--- config.mk ---
export PLATFORM = sky130hd
export DESIGN_NAME = ps2_keyboard_controller_flat
export DESIGN_NICKNAME = d
export VERILOG_FILES = /design/src/design/ps2kc_pkg.sv /design/src/design/ps2kc_if.sv /design/src/design/ps2kc_ram.sv /design/src/design/ps2kc_ctrl.sv /design/src/design/ps2kc_datapath.sv /design/src/design/ps2_keyboard_controller.sv /design/src/flat_wrapper.sv
export SDC_FILE = /design/constraint.sdc
export NUM_CORES = 1
export LEC_CHECK = 0
export BUFFER_PORTS_ARGS = -buffer_cell sky130_fd_sc_hd__buf_2
export CORE_UTILIZATION = 25
export CTS_CLUSTER_DIAMETER = 120
export CTS_CLUSTER_SIZE = 20
export DETAILED_ROUTE_END_ITERATION = 10
export MAX_ROUTING_LAYER = met4
export PLACE_DENSITY = 0.42
export SYNTH_ARGS = -nofsm -noshare
export SYNTH_HDL_FRONTEND = slang
export SYNTH_SLANG_ARGS = --single-unit
--- constraint.sdc ---
create_clock -name clk_i -period 3.5 [get_ports clk_i]
set_input_delay 0.175 -clock clk_i [delete_from_list [all_inputs] [get_ports clk_i]]
set_output_delay 0.175 -clock clk_i [all_outputs]
set_load 0.02 [all_outputs]
--- src/design/ps2kc_pkg.sv ---
`default_nettype none

package ps2kc_pkg;

  // Field widths of the request and response channels.
  localparam int unsigned ReqTypeW = 3;
  localparam int unsigned PortW    = 16;
  localparam int unsigned ByteW    = 8;
  localparam int unsigned DeltaW   = 11;
  localparam int unsigned ButtonW  = 3;

  // Request type codes.
  localparam logic [ReqTypeW-1:0] ReqBusRead  = 3'd0;
  localparam logic [ReqTypeW-1:0] ReqBusWrite = 3'd1;
  localparam logic [ReqTypeW-1:0] ReqKey      = 3'd2;
  localparam logic [ReqTypeW-1:0] ReqMouse    = 3'd3;
  localparam logic [ReqTypeW-1:0] ReqRefresh  = 3'd4;

  // I/O ports decoded by the controller.
  localparam logic [PortW-1:0] PortData = 16'h0060;
  localparam logic [PortW-1:0] PortCmd  = 16'h0064;

  // Controller commands written to the command port.
  localparam logic [ByteW-1:0] CmdReadCb = 8'h20;
  localparam logic [ByteW-1:0] CmdWrCb   = 8'h60;
  localparam logic [ByteW-1:0] CmdKbdOff = 8'hAD;
  localparam logic [ByteW-1:0] CmdKbdOn  = 8'hAE;
  localparam logic [ByteW-1:0] CmdAux    = 8'hD4;

  // Mouse commands passed through the data port, and the mouse answers.
  localparam logic [ByteW-1:0] MsEnable  = 8'hF4;
  localparam logic [ByteW-1:0] MsDisable = 8'hF5;
  localparam logic [ByteW-1:0] MsDefault = 8'hF6;
  localparam logic [ByteW-1:0] MsReset   = 8'hFF;
  localparam logic [ByteW-1:0] MsStream  = 8'hEA;
  localparam logic [ByteW-1:0] MsSetSmp  = 8'hF0;
  localparam logic [ByteW-1:0] MsReadDat = 8'hEB;
  localparam logic [ByteW-1:0] AckByte   = 8'hFA;
  localparam logic [ByteW-1:0] NackByte  = 8'hFE;

  // Keyboard disable bit of the command byte.
  localparam logic [ByteW-1:0] CbKbdDis = 8'h10;

  // Commands from the sequencer to the datapath.
  typedef struct packed {
    logic       load;       // capture the request beat
    logic       exec;       // apply register side effects of the request
    logic       push;       // push one output byte
    logic [1:0] push_idx;   // which byte of the request is pushed
    logic       ram_rd;     // read the queue head
    logic       cap_status; // build the status byte from the head entry
    logic       cap_pop;    // pop the head entry into the read data
    logic       cap_raise;  // raise the interrupt for the head entry
    logic       out_load;   // move the finished result to the output register
  } cmd_t;

  // Status from the datapath to the sequencer.
  typedef struct packed {
    logic [1:0] n_push;     // bytes this request pushes
    logic       rd_status;  // bus read of the status port
    logic       rd_data;    // bus read of the data port
    logic       refresh;    // refresh interrupt request
    logic       cnt_zero;   // queue is empty
    logic       cnt_one;    // queue holds exactly one byte
  } status_t;

endpackage

`default_nettype wire

--- src/design/ps2kc_if.sv ---
`default_nettype none

interface ps2kc_req_if;
  logic                                 valid;
  logic                                 ready;
  logic [ps2kc_pkg::ReqTypeW-1:0]       req_type;
  logic [ps2kc_pkg::PortW-1:0]          port;
  logic [ps2kc_pkg::ByteW-1:0]          data_byte;
  logic signed [ps2kc_pkg::DeltaW-1:0]  mouse_dx;
  logic signed [ps2kc_pkg::DeltaW-1:0]  mouse_dy;
  logic [ps2kc_pkg::ButtonW-1:0]        mouse_buttons;

  modport source (
    output valid, req_type, port, data_byte, mouse_dx, mouse_dy, mouse_buttons,
    input  ready
  );
  modport sink (
    input  valid, req_type, port, data_byte, mouse_dx, mouse_dy, mouse_buttons,
    output ready
  );
endinterface

interface ps2kc_rsp_if;
  logic                          valid;
  logic                          ready;
  logic [ps2kc_pkg::ByteW-1:0]   read_data;
  logic                          handled;
  logic                          kbd_irq;
  logic                          aux_irq;
  logic                          overflow;

  modport source (
    output valid, read_data, handled, kbd_irq, aux_irq, overflow,
    input  ready
  );
  modport sink (
    input  valid, read_data, handled, kbd_irq, aux_irq, overflow,
    output ready
  );
endinterface

`default_nettype wire

--- src/design/ps2kc_ram.sv ---
`default_nettype none

module ps2kc_ram #(
  parameter int unsigned WIDTH = 9,
  parameter int unsigned DEPTH = 16
) (
  input  wire logic                     clk_i,
  input  wire logic                     we_i,
  input  wire logic [$clog2(DEPTH)-1:0] waddr_i,
  input  wire logic [WIDTH-1:0]         wdata_i,
  input  wire logic                     re_i,
  input  wire logic [$clog2(DEPTH)-1:0] raddr_i,
  output logic      [WIDTH-1:0]         rdata_o
);

  logic [WIDTH-1:0] mem_q [DEPTH];

  always_ff @(posedge clk_i) begin
    if (we_i) begin
      mem_q[waddr_i] <= wdata_i;
    end
    if (re_i) begin
      rdata_o <= mem_q[raddr_i];
    end
  end

endmodule

`default_nettype wire

--- src/design/ps2kc_ctrl.sv ---
`default_nettype none

module ps2kc_ctrl (
  input  wire logic               clk_i,
  input  wire logic               rst_ni,
  input  wire logic               in_valid_i,
  output logic                    in_ready_o,
  output logic                    out_valid_o,
  input  wire logic               out_ready_i,
  input  wire ps2kc_pkg::status_t status_i,
  output ps2kc_pkg::cmd_t         cmd_o
);

  localparam logic [2:0] S_IDLE       = 3'd0;
  localparam logic [2:0] S_DECODE     = 3'd1;
  localparam logic [2:0] S_PUSH       = 3'd2;
  localparam logic [2:0] S_RD_REQ     = 3'd3;
  localparam logic [2:0] S_RD_DATA    = 3'd4;
  localparam logic [2:0] S_RAISE_REQ  = 3'd5;
  localparam logic [2:0] S_RAISE_DATA = 3'd6;
  localparam logic [2:0] S_FINISH     = 3'd7;

  logic [2:0] state_q, state_d;
  logic [1:0] idx_q, idx_d;
  logic [1:0] npush_q, npush_d;
  logic       out_valid_q, out_valid_d;

  assign in_ready_o  = (state_q == S_IDLE);
  assign out_valid_o = out_valid_q;

  always_comb begin
    state_d = state_q;
    idx_d   = idx_q;
    npush_d = npush_q;
    cmd_o   = '0;
    unique case (state_q)
      S_IDLE: begin
        if (in_valid_i) begin
          cmd_o.load = 1'b1;
          state_d    = S_DECODE;
        end
      end
      S_DECODE: begin
        cmd_o.exec = 1'b1;
        idx_d      = 2'd0;
        npush_d    = status_i.n_push;
        if (status_i.n_push != 2'd0) begin
          state_d = S_PUSH;
        end else if ((status_i.rd_status || status_i.rd_data) && !status_i.cnt_zero) begin
          state_d = S_RD_REQ;
        end else if (status_i.refresh && !status_i.cnt_zero) begin
          state_d = S_RAISE_REQ;
        end else begin
          state_d = S_FINISH;
        end
      end
      S_PUSH: begin
        cmd_o.push     = 1'b1;
        cmd_o.push_idx = idx_q;
        if (idx_q == npush_q - 2'd1) begin
          state_d = S_FINISH;
        end else begin
          idx_d = idx_q + 2'd1;
        end
      end
      S_RD_REQ: begin
        cmd_o.ram_rd = 1'b1;
        state_d      = S_RD_DATA;
      end
      S_RD_DATA: begin
        if (status_i.rd_status) begin
          cmd_o.cap_status = 1'b1;
          state_d          = S_FINISH;
        end else begin
          cmd_o.cap_pop = 1'b1;
          state_d       = status_i.cnt_one ? S_FINISH : S_RAISE_REQ;
        end
      end
      S_RAISE_REQ: begin
        cmd_o.ram_rd = 1'b1;
        state_d      = S_RAISE_DATA;
      end
      S_RAISE_DATA: begin
        cmd_o.cap_raise = 1'b1;
        state_d         = S_FINISH;
      end
      S_FINISH: begin
        if (!out_valid_q || out_ready_i) begin
          cmd_o.out_load = 1'b1;
          state_d        = S_IDLE;
        end
      end
    endcase
  end

  always_comb begin
    out_valid_d = out_valid_q;
    if (cmd_o.out_load) begin
      out_valid_d = 1'b1;
    end else if (out_ready_i) begin
      out_valid_d = 1'b0;
    end
  end

  always_ff @(posedge clk_i or negedge rst_ni) begin
    if (!rst_ni) begin
      state_q     <= S_IDLE;
      idx_q       <= 2'd0;
      npush_q     <= 2'd0;
      out_valid_q <= 1'b0;
    end else begin
      state_q     <= state_d;
      idx_q       <= idx_d;
      npush_q     <= npush_d;
      out_valid_q <= out_valid_d;
    end
  end

endmodule

`default_nettype wire

--- src/design/ps2kc_datapath.sv ---
`default_nettype none

module ps2kc_datapath #(
  parameter int unsigned QUEUE_DEPTH = 16
) (
  input  wire logic                                 clk_i,
  input  wire logic                                 rst_ni,
  input  wire ps2kc_pkg::cmd_t                      cmd_i,
  output ps2kc_pkg::status_t                        status_o,
  input  wire logic [ps2kc_pkg::ReqTypeW-1:0]       req_type_i,
  input  wire logic [ps2kc_pkg::PortW-1:0]          port_i,
  input  wire logic [ps2kc_pkg::ByteW-1:0]          data_byte_i,
  input  wire logic signed [ps2kc_pkg::DeltaW-1:0]  mouse_dx_i,
  input  wire logic signed [ps2kc_pkg::DeltaW-1:0]  mouse_dy_i,
  input  wire logic [ps2kc_pkg::ButtonW-1:0]        mouse_buttons_i,
  output logic [ps2kc_pkg::ByteW-1:0]               read_data_o,
  output logic                                      handled_o,
  output logic                                      kbd_irq_o,
  output logic                                      aux_irq_o,
  output logic                                      overflow_o
);

  localparam int unsigned PtrW = $clog2(QUEUE_DEPTH);
  localparam int unsigned CntW = $clog2(QUEUE_DEPTH + 1);

  localparam logic [1:0]  PendNone  = 2'd0;
  localparam logic [1:0]  PendCb    = 2'd1;
  localparam logic [1:0]  PendAux   = 2'd2;

  function automatic logic [PtrW-1:0] ptr_inc(input logic [PtrW-1:0] p);
    return (p == PtrW'(QUEUE_DEPTH - 1)) ? '0 : p + 1'b1;
  endfunction

  // Captured request.
  logic [2:0]         req_q, req_d;
  logic [15:0]        port_q, port_d;
  logic [7:0]         db_q, db_d;
  logic signed [10:0] dx_q, dx_d;
  logic signed [10:0] dy_q, dy_d;
  logic [2:0]         btn_q, btn_d;

  // Controller state.
  logic [PtrW-1:0] head_q, head_d;
  logic [PtrW-1:0] tail_q, tail_d;
  logic [CntW-1:0] count_q, count_d;
  logic [7:0]      ctrl_q, ctrl_d;
  logic            kbd_en_q, kbd_en_d;
  logic            rep_q, rep_d;
  logic [1:0]      pend_q, pend_d;

  // Result being built, and the output register.
  logic [7:0] rd_q, rd_d;
  logic       hit_q, hit_d;
  logic       irqk_q, irqk_d;
  logic       irqm_q, irqm_d;
  logic       drop_q, drop_d;
  logic [7:0] out_rd_q, out_rd_d;
  logic       out_hit_q, out_hit_d;
  logic       out_irqk_q, out_irqk_d;
  logic       out_irqm_q, out_irqm_d;
  logic       out_drop_q, out_drop_d;

  logic            ram_we;
  logic [8:0]      ram_rdata;
  logic [8:0]      push_byte;
  logic            is_data, is_cmd, hit, ms_ack, dx_neg, dy_neg;
  logic [7:0]      dx_byte, dy_byte;
  logic [1:0]      n_push;

  ps2kc_ram #(
    .WIDTH (9),
    .DEPTH (QUEUE_DEPTH)
  ) u_queue (
    .clk_i   (clk_i),
    .we_i    (ram_we),
    .waddr_i (tail_q),
    .wdata_i (push_byte),
    .re_i    (cmd_i.ram_rd),
    .raddr_i (head_q),
    .rdata_o (ram_rdata)
  );

  assign is_data = (port_q == ps2kc_pkg::PortData);
  assign is_cmd  = (port_q == ps2kc_pkg::PortCmd);
  assign hit     = ((req_q == ps2kc_pkg::ReqBusRead) || (req_q == ps2kc_pkg::ReqBusWrite))
                   && (is_data || is_cmd);
  assign ms_ack  = (db_q == ps2kc_pkg::MsEnable) || (db_q == ps2kc_pkg::MsDisable) ||
                   (db_q == ps2kc_pkg::MsDefault) || (db_q == ps2kc_pkg::MsReset) ||
                   (db_q == ps2kc_pkg::MsStream) || (db_q == ps2kc_pkg::MsSetSmp) ||
                   (db_q == ps2kc_pkg::MsReadDat);

  // Clamping keeps the sign, so the sign bits come straight from the input.
  assign dx_neg  = dx_q[10];
  assign dy_neg  = dy_q[10];
  assign dx_byte = (dx_q > 11'sd255) ? 8'hFF : ((dx_q < -11'sd255) ? 8'h01 : dx_q[7:0]);
  assign dy_byte = (dy_q > 11'sd255) ? 8'hFF : ((dy_q < -11'sd255) ? 8'h01 : dy_q[7:0]);

  always_comb begin
    n_push = 2'd0;
    if (req_q == ps2kc_pkg::ReqBusWrite && is_cmd && db_q == ps2kc_pkg::CmdReadCb) begin
      n_push = 2'd1;
    end else if (req_q == ps2kc_pkg::ReqBusWrite && is_data && pend_q == PendAux) begin
      n_push = 2'd1;
    end else if (req_q == ps2kc_pkg::ReqKey && kbd_en_q) begin
      n_push = 2'd1;
    end else if (req_q == ps2kc_pkg::ReqMouse && rep_q) begin
      n_push = 2'd3;
    end
  end

  always_comb begin
    if (req_q == ps2kc_pkg::ReqKey) begin
      push_byte = {1'b0, db_q};
    end else if (req_q == ps2kc_pkg::ReqMouse) begin
      unique case (cmd_i.push_idx)
        2'd0:    push_byte = {1'b1, 2'b00, dy_neg, dx_neg, 1'b1, btn_q};
        2'd1:    push_byte = {1'b1, dx_byte};
        default: push_byte = {1'b1, dy_byte};
      endcase
    end else if (is_cmd) begin
      push_byte = {1'b0, ctrl_q};
    end else begin
      push_byte = {1'b1, ms_ack ? ps2kc_pkg::AckByte : ps2kc_pkg::NackByte};
    end
  end

  always_comb begin
    status_o.n_push    = n_push;
    status_o.rd_status = (req_q == ps2kc_pkg::ReqBusRead) && is_cmd;
    status_o.rd_data   = (req_q == ps2kc_pkg::ReqBusRead) && is_data;
    status_o.refresh   = (req_q == ps2kc_pkg::ReqRefresh);
    status_o.cnt_zero  = (count_q == '0);
    status_o.cnt_one   = (count_q == CntW'(1));
  end

  always_comb begin
    req_d = req_q;  port_d = port_q;  db_d = db_q;
    dx_d = dx_q;    dy_d = dy_q;      btn_d = btn_q;
    head_d = head_q;  tail_d = tail_q;  count_d = count_q;
    ctrl_d = ctrl_q;  kbd_en_d = kbd_en_q;  rep_d = rep_q;  pend_d = pend_q;
    rd_d = rd_q;  hit_d = hit_q;  irqk_d = irqk_q;  irqm_d = irqm_q;  drop_d = drop_q;
    out_rd_d = out_rd_q;  out_hit_d = out_hit_q;  out_irqk_d = out_irqk_q;
    out_irqm_d = out_irqm_q;  out_drop_d = out_drop_q;
    ram_we = 1'b0;

    if (cmd_i.load) begin
      req_d  = req_type_i;
      port_d = port_i;
      db_d   = data_byte_i;
      dx_d   = mouse_dx_i;
      dy_d   = mouse_dy_i;
      btn_d  = mouse_buttons_i;
      rd_d   = 8'h00;
      hit_d  = 1'b0;
      irqk_d = 1'b0;
      irqm_d = 1'b0;
      drop_d = 1'b0;
    end

    if (cmd_i.exec) begin
      hit_d = hit;
      if (req_q == ps2kc_pkg::ReqBusWrite && is_cmd) begin
        unique case (db_q)
          ps2kc_pkg::CmdWrCb:   pend_d = PendCb;
          ps2kc_pkg::CmdKbdOff: begin
            kbd_en_d = 1'b0;
            ctrl_d   = ctrl_q | ps2kc_pkg::CbKbdDis;
          end
          ps2kc_pkg::CmdKbdOn:  begin
            kbd_en_d = 1'b1;
            ctrl_d   = ctrl_q & ~ps2kc_pkg::CbKbdDis;
          end
          ps2kc_pkg::CmdAux:    pend_d = PendAux;
          default:   ;
        endcase
      end else if (req_q == ps2kc_pkg::ReqBusWrite && is_data) begin
        if (pend_q == PendCb) begin
          ctrl_d   = db_q;
          kbd_en_d = !db_q[4];
          pend_d   = PendNone;
        end else if (pend_q == PendAux) begin
          pend_d = PendNone;
          if (db_q == ps2kc_pkg::MsEnable) begin
            rep_d = 1'b1;
          end else if (db_q == ps2kc_pkg::MsDisable || db_q == ps2kc_pkg::MsDefault ||
                       db_q == ps2kc_pkg::MsReset) begin
            rep_d = 1'b0;
          end
        end
      end
    end

    if (cmd_i.push) begin
      if (count_q == CntW'(QUEUE_DEPTH)) begin
        drop_d = 1'b1;
      end else begin
        ram_we  = 1'b1;
        tail_d  = ptr_inc(tail_q);
        count_d = count_q + 1'b1;
        // A byte pushed into an empty queue becomes the head.
        if (count_q == '0) begin
          irqm_d = irqm_q | (push_byte[8] & ctrl_q[1]);
          irqk_d = irqk_q | (!push_byte[8] & ctrl_q[0]);
        end
      end
    end

    if (cmd_i.cap_status) begin
      rd_d = {2'b00, ram_rdata[8], 4'b0000, 1'b1};
    end

    if (cmd_i.cap_pop) begin
      rd_d    = ram_rdata[7:0];
      head_d  = ptr_inc(head_q);
      count_d = count_q - 1'b1;
    end

    if (cmd_i.cap_raise) begin
      irqm_d = irqm_q | (ram_rdata[8] & ctrl_q[1]);
      irqk_d = irqk_q | (!ram_rdata[8] & ctrl_q[0]);
    end

    if (cmd_i.out_load) begin
      out_rd_d   = rd_q;
      out_hit_d  = hit_q;
      out_irqk_d = irqk_q;
      out_irqm_d = irqm_q;
      out_drop_d = drop_q;
    end
  end

  always_ff @(posedge clk_i or negedge rst_ni) begin
    if (!rst_ni) begin
      head_q   <= '0;
      tail_q   <= '0;
      count_q  <= '0;
      ctrl_q   <= 8'h00;
      kbd_en_q <= 1'b1;
      rep_q    <= 1'b0;
      pend_q   <= PendNone;
    end else begin
      head_q   <= head_d;
      tail_q   <= tail_d;
      count_q  <= count_d;
      ctrl_q   <= ctrl_d;
      kbd_en_q <= kbd_en_d;
      rep_q    <= rep_d;
      pend_q   <= pend_d;
    end
  end

  always_ff @(posedge clk_i) begin
    req_q      <= req_d;
    port_q     <= port_d;
    db_q       <= db_d;
    dx_q       <= dx_d;
    dy_q       <= dy_d;
    btn_q      <= btn_d;
    rd_q       <= rd_d;
    hit_q      <= hit_d;
    irqk_q     <= irqk_d;
    irqm_q     <= irqm_d;
    drop_q     <= drop_d;
    out_rd_q   <= out_rd_d;
    out_hit_q  <= out_hit_d;
    out_irqk_q <= out_irqk_d;
    out_irqm_q <= out_irqm_d;
    out_drop_q <= out_drop_d;
  end

  assign read_data_o = out_rd_q;
  assign handled_o   = out_hit_q;
  assign kbd_irq_o   = out_irqk_q;
  assign aux_irq_o   = out_irqm_q;
  assign overflow_o  = out_drop_q;

endmodule

`default_nettype wire

--- src/design/ps2_keyboard_controller.sv ---
// Channel   Dir  Payload                                                Beat
// req_i     in   req_type, port, data_byte, mouse_dx/dy, mouse_buttons  one request
// rsp_o     out  read_data, handled, kbd_irq, aux_irq, overflow         one result per request
//
// Requests are taken one at a time: accept, decode, then a push state for each pushed byte,
// a request and a data state per queue read, and a finish state that hands the result to
// the output register once it is free. A data read that leaves bytes in the queue also
// reads the new head to raise its interrupt. The queue memory read is registered.
// Reset empties the queue, clears the command byte and the pending write, turns
// mouse reporting off and enables the keyboard; there is no clearing pass.
// A result waiting in the output register does not block the next request; only a
// second finished result waits until the first beat has been taken.
`default_nettype none

module ps2_keyboard_controller #(
  parameter int unsigned QUEUE_DEPTH = 16
) (
  input  wire logic  clk_i,
  input  wire logic  rst_ni,
  ps2kc_req_if.sink  req_i,
  ps2kc_rsp_if.source rsp_o
);

  ps2kc_pkg::cmd_t    cmd;
  ps2kc_pkg::status_t status;

  // The sequencer owns all handshake state; the datapath owns the queue and
  // the controller registers and only follows commands.
  ps2kc_ctrl u_ctrl (
    .clk_i       (clk_i),
    .rst_ni      (rst_ni),
    .in_valid_i  (req_i.valid),
    .in_ready_o  (req_i.ready),
    .out_valid_o (rsp_o.valid),
    .out_ready_i (rsp_o.ready),
    .status_i    (status),
    .cmd_o       (cmd)
  );

  ps2kc_datapath #(
    .QUEUE_DEPTH (QUEUE_DEPTH)
  ) u_datapath (
    .clk_i           (clk_i),
    .rst_ni          (rst_ni),
    .cmd_i           (cmd),
    .status_o        (status),
    .req_type_i      (req_i.req_type),
    .port_i          (req_i.port),
    .data_byte_i     (req_i.data_byte),
    .mouse_dx_i      (req_i.mouse_dx),
    .mouse_dy_i      (req_i.mouse_dy),
    .mouse_buttons_i (req_i.mouse_buttons),
    .read_data_o     (rsp_o.read_data),
    .handled_o       (rsp_o.handled),
    .kbd_irq_o       (rsp_o.kbd_irq),
    .aux_irq_o       (rsp_o.aux_irq),
    .overflow_o      (rsp_o.overflow)
  );

`ifndef SYNTHESIS
  // After a request is taken, no other request may enter until it finishes.
  a_one_in_flight: assert property (@(posedge clk_i) disable iff (!rst_ni)
    (req_i.valid && req_i.ready) |=> !req_i.ready)
    else $error("request accepted while another was in progress");

  // A finished result must never overwrite one that has not been taken.
  a_no_overwrite: assert property (@(posedge clk_i) disable iff (!rst_ni)
    cmd.out_load |-> (!rsp_o.valid || rsp_o.ready))
    else $error("output register overwritten before its beat was taken");

  // The queue memory is only read when it holds a byte.
  a_read_nonempty: assert property (@(posedge clk_i) disable iff (!rst_ni)
    cmd.ram_rd |-> !status.cnt_zero)
    else $error("queue head read while the queue is empty");
`endif

endmodule

`default_nettype wire
--- src/flat_wrapper.sv ---
// flat-port wrapper written by rule: the top's interface ports become plain ports
module ps2_keyboard_controller_flat 
#(
  parameter int unsigned QUEUE_DEPTH = 16
)
  (clk_i, rst_ni, req_i_valid, req_i_req_type, req_i_port, req_i_data_byte, req_i_mouse_dx, req_i_mouse_dy, req_i_mouse_buttons, req_i_ready, rsp_o_valid, rsp_o_read_data, rsp_o_handled, rsp_o_kbd_irq, rsp_o_aux_irq, rsp_o_overflow, rsp_o_ready);
  ps2kc_req_if req_i_i ();
  ps2kc_rsp_if rsp_o_i ();
  input  wire logic clk_i;
  input  wire logic rst_ni;
  input wire logic [$bits(req_i_i.valid)-1:0] req_i_valid;
  input wire logic [$bits(req_i_i.req_type)-1:0] req_i_req_type;
  input wire logic [$bits(req_i_i.port)-1:0] req_i_port;
  input wire logic [$bits(req_i_i.data_byte)-1:0] req_i_data_byte;
  input wire logic [$bits(req_i_i.mouse_dx)-1:0] req_i_mouse_dx;
  input wire logic [$bits(req_i_i.mouse_dy)-1:0] req_i_mouse_dy;
  input wire logic [$bits(req_i_i.mouse_buttons)-1:0] req_i_mouse_buttons;
  output wire logic [$bits(req_i_i.ready)-1:0] req_i_ready;
  output wire logic [$bits(rsp_o_i.valid)-1:0] rsp_o_valid;
  output wire logic [$bits(rsp_o_i.read_data)-1:0] rsp_o_read_data;
  output wire logic [$bits(rsp_o_i.handled)-1:0] rsp_o_handled;
  output wire logic [$bits(rsp_o_i.kbd_irq)-1:0] rsp_o_kbd_irq;
  output wire logic [$bits(rsp_o_i.aux_irq)-1:0] rsp_o_aux_irq;
  output wire logic [$bits(rsp_o_i.overflow)-1:0] rsp_o_overflow;
  input wire logic [$bits(rsp_o_i.ready)-1:0] rsp_o_ready;
  assign req_i_i.valid = req_i_valid;
  assign req_i_i.req_type = req_i_req_type;
  assign req_i_i.port = req_i_port;
  assign req_i_i.data_byte = req_i_data_byte;
  assign req_i_i.mouse_dx = req_i_mouse_dx;
  assign req_i_i.mouse_dy = req_i_mouse_dy;
  assign req_i_i.mouse_buttons = req_i_mouse_buttons;
  assign req_i_ready = req_i_i.ready;
  assign rsp_o_valid = rsp_o_i.valid;
  assign rsp_o_read_data = rsp_o_i.read_data;
  assign rsp_o_handled = rsp_o_i.handled;
  assign rsp_o_kbd_irq = rsp_o_i.kbd_irq;
  assign rsp_o_aux_irq = rsp_o_i.aux_irq;
  assign rsp_o_overflow = rsp_o_i.overflow;
  assign rsp_o_i.ready = rsp_o_ready;
  ps2_keyboard_controller #(.QUEUE_DEPTH(QUEUE_DEPTH)) u_core (.clk_i(clk_i), .rst_ni(rst_ni), .req_i(req_i_i), .rsp_o(rsp_o_i));
endmodule
==> results.cfg <==
[outcome]
status = finished clean

[synth]
syn_avg_cell_area_um2 = 15.5
synth.top_cell.area_share = 0.625
yosys-top-cells-area = edfxtp_1 63%, dfrtp_1 7.4%, mux4_2 3.7%
synth_cell_types = 67
synth_edf_count = 226
yosys_warnings = 0
netlist_area_um2 = 10900
syn_nets = 763
synth_common_cells = 226 x edfxtp_1, 41 x nor2_1, 40 x mux2i_1, 39 x nand2_1, 32 x dfrtp_1
synth_seq_area_share = 0.707
synthArstFlopShare = 0.126
synth_flop_cell = edfxtp_1
yosysTopAreaCell = edfxtp_1
synth_cells = 699
synth.most_common_cell = edfxtp_1
synth_seq_cells = 262

[drt]
first_iter_violations = 518
drc = 0
vias = 6236
drt_first_pass_iters = 5
avgViaCountPerCell = 4.42
drt_wl_total_mm = 26.1
ant_nets = 0
avgRoutedWirePerCell_um = 18.5

[timing]
setup_viol = 0
slew_viol_final = 0
min_period_ps = 2660
clock_skew_ps = 34.0
rsz0062_at_grt = false
worstMarginPinSlew_ps = 831
timing.final.crit_share = 0.759
hold_violations = 0
max_clock_freq_mhz = 377
slew_headroom = 0.446
final.setup.tns_ps = 0

[cts]
cts_tree = done
cts_resized = 0
cts_sinks = 262
cts_hold_buf = 53
clk_pin_slew_worst_paths_ps = 90
postCtsSetupBuffers = 0
cts_buffers = 17
clk_path_buf_depth = 3
cts_root_buffer = clkbuf_16
cts_htree_levels = 1
clock_latency_ps = 510

[global_routing]
grt_max_degree = 53
overflow = 0
track_usage = 0.123
grt_pass1_vias = 6424
grt_first_pass_wirelength_mm = 39.7
antenna_found_initial = 1

[worst_setup_path]
worstPathCellList = nor3b_4 -> nand2_2 -> or4_1 -> o221a_1 -> a221o_1
rrSetupSlack_ps = 840
max_stage_delay_ps = 590
cp_top_family = simple AND/OR/NAND/NOR gates
path_buf_inv = 0
worst_ep_arrival_time_ps = 2830
cp-end-kind = register
slowest_stage = dfrtp_1
crit_path_start_kind = register
cp.required_ps = 3670
cp_max_fo = 16
critical_path_class = reg -> reg

[floorplanning]
rows = 75
die_h_um = 210
start_util = 0.256
io_pins = 70
core-area_um2 = 42400
die_x_um = 210
die-area_um2 = 44200

[place]
place_congestion = 0.779
hpwlAfterDp_mm = 17.8
numPortBuffers = 69
place_area_um2 = 11900

[flow_run]
drv_cap = 0

[finish]
fin_area_um2 = 12900
num-nets-final = 888
nFillCells = 4302
n_antenna_cell = 0
syn_to_final_growth_pct = 19.2
drive_gt1_frac = 0.176

[power]
ir_drop_mv = 0.354
p_per_area_nw_per_um2 = 640
power_mw = 8.28
leakage_nw = 4.41

[min_path]
hold_path_class = in -> reg
## cell families after synthesis
logic type	Yosys count	synth area share
flops	262	0.707
compound gates	126	0.0830
xor+xnor	10	0.00807
buf+inv	46	0.0178
simple gates	178	0.0890
fa+ha+maj	8	0.00923
mux	69	0.0857
## layout make-up
type | count | area (µm²) | share of cell area
Clock buffer | 28 | 467 | 0.0361
Clock inverter | 1 | 20.0 | 0.00155
Inverter | 14 | 52.6 | 0.00406
Multi-Input combinational cell | 391 | 2980 | 0.231
Sequential cell | 262 | 7680 | 0.594
Tap cell | 577 | 722 | 0.0558
Timing Repair Buffer | 138 | 1010 | 0.0780
## worst paths after layout
path / cells after the start / end / start
worst min-delay path: 3 / u_core.u_ctrl.out_valid_o / rsp_o_ready
max in group asynchronous: 2 / u_core.u_datapath.head_q[0] / rst_ni
worst max-delay path: 5 / u_core.u_datapath.u_queue.mem_q[10][0] / u_core.u_ctrl.state_q[1]
worst max register to register: 5 / u_core.u_datapath.u_queue.mem_q[10][0] / u_core.u_ctrl.state_q[1]
worst min register to register: 0 / u_core.u_datapath.read_data_o[4] / u_core.u_datapath.rd_q[4]
min in group asynchronous: 2 / u_core.u_datapath.rep_q / rst_ni
## sequential cells by signal, indices dropped and copies added (netlist names), 2 cells and up
name / cells
u_core.u_ctrl.idx_q: 2
u_core.u_ctrl.npush_q: 2
u_core.u_ctrl.state_q: 3
u_core.u_datapath.btn_q: 3
u_core.u_datapath.count_q: 5
u_core.u_datapath.ctrl_q: 8
u_core.u_datapath.db_q: 8
u_core.u_datapath.dx_q: 11
u_core.u_datapath.dy_q: 11
u_core.u_datapath.head_q: 4
u_core.u_datapath.pend_q: 2
u_core.u_datapath.port_q: 16
u_core.u_datapath.rd_q: 8
u_core.u_datapath.read_data_o: 8
u_core.u_datapath.req_q: 3
u_core.u_datapath.tail_q: 4
u_core.u_datapath.u_queue.mem_q: 144
u_core.u_datapath.u_queue.rdata_o: 9
## through the flow
| step | setup slack (ps) | util | hold slack [ps] | std cells |
|---|---|---|---|---|
| 2_1_floorplan | 690 | - | -121 | 699 |
| 3_3_place_gp | 857 | 0.281 | 326 | 1329 |
| 3_5_place_dp | 835 | 0.281 | 326 | 1329 |
| 4_1_cts | 824 | 0.305 | 25.1 | 1411 |
| 5_1_grt | 585 | 0.305 | 45.6 | 1411 |
| 6_report | 844 | 0.305 | 56.7 | 1411 |
## report_power, final
| group | total, mW | internal, mW | switching [mW] |
|---|---|---|---|
| clock network | 2.00 | 0.934 | 1.07 |
| registers | 4.20 | 3.81 | 0.395 |
| logic | 2.07 | 0.876 | 1.20 |
## tightest hold or removal path: stages
cell and delay, ps:
buf_2 80, nor2b_1 100, nand2b_1 170
## cell usage in the layout (no fill, tap or decap), types with 13 or more instances in the layout
cell type      synthesis  layout
a21oi_1               20      20
dlygate4sd3_1          0      53
buf_2                  7      69
inv_1                 14      13
edfxtp_1             226     226
mux4_2                18      18
clkbuf_16              0      17
buf_4                  1      15
nor2_1                41      41
dfrtp_1               32      31
a221oi_1              18      18
nand2_1               39      39
and2_1                24      24
o21ai_0               22      22
mux2i_1               40      40
## metal layers
layer | global-route usage | share of wire | wire, µm
met4 | 0.0279 | 0.018 | 476
met3 | 0.0195 | 0.038 | 989
met1 | 0.170 | 0.49 | 12900
met2 | 0.191 | 0.45 | 11800
met5 | - | 0 | 0
Power figures use the tool's default switching activity.
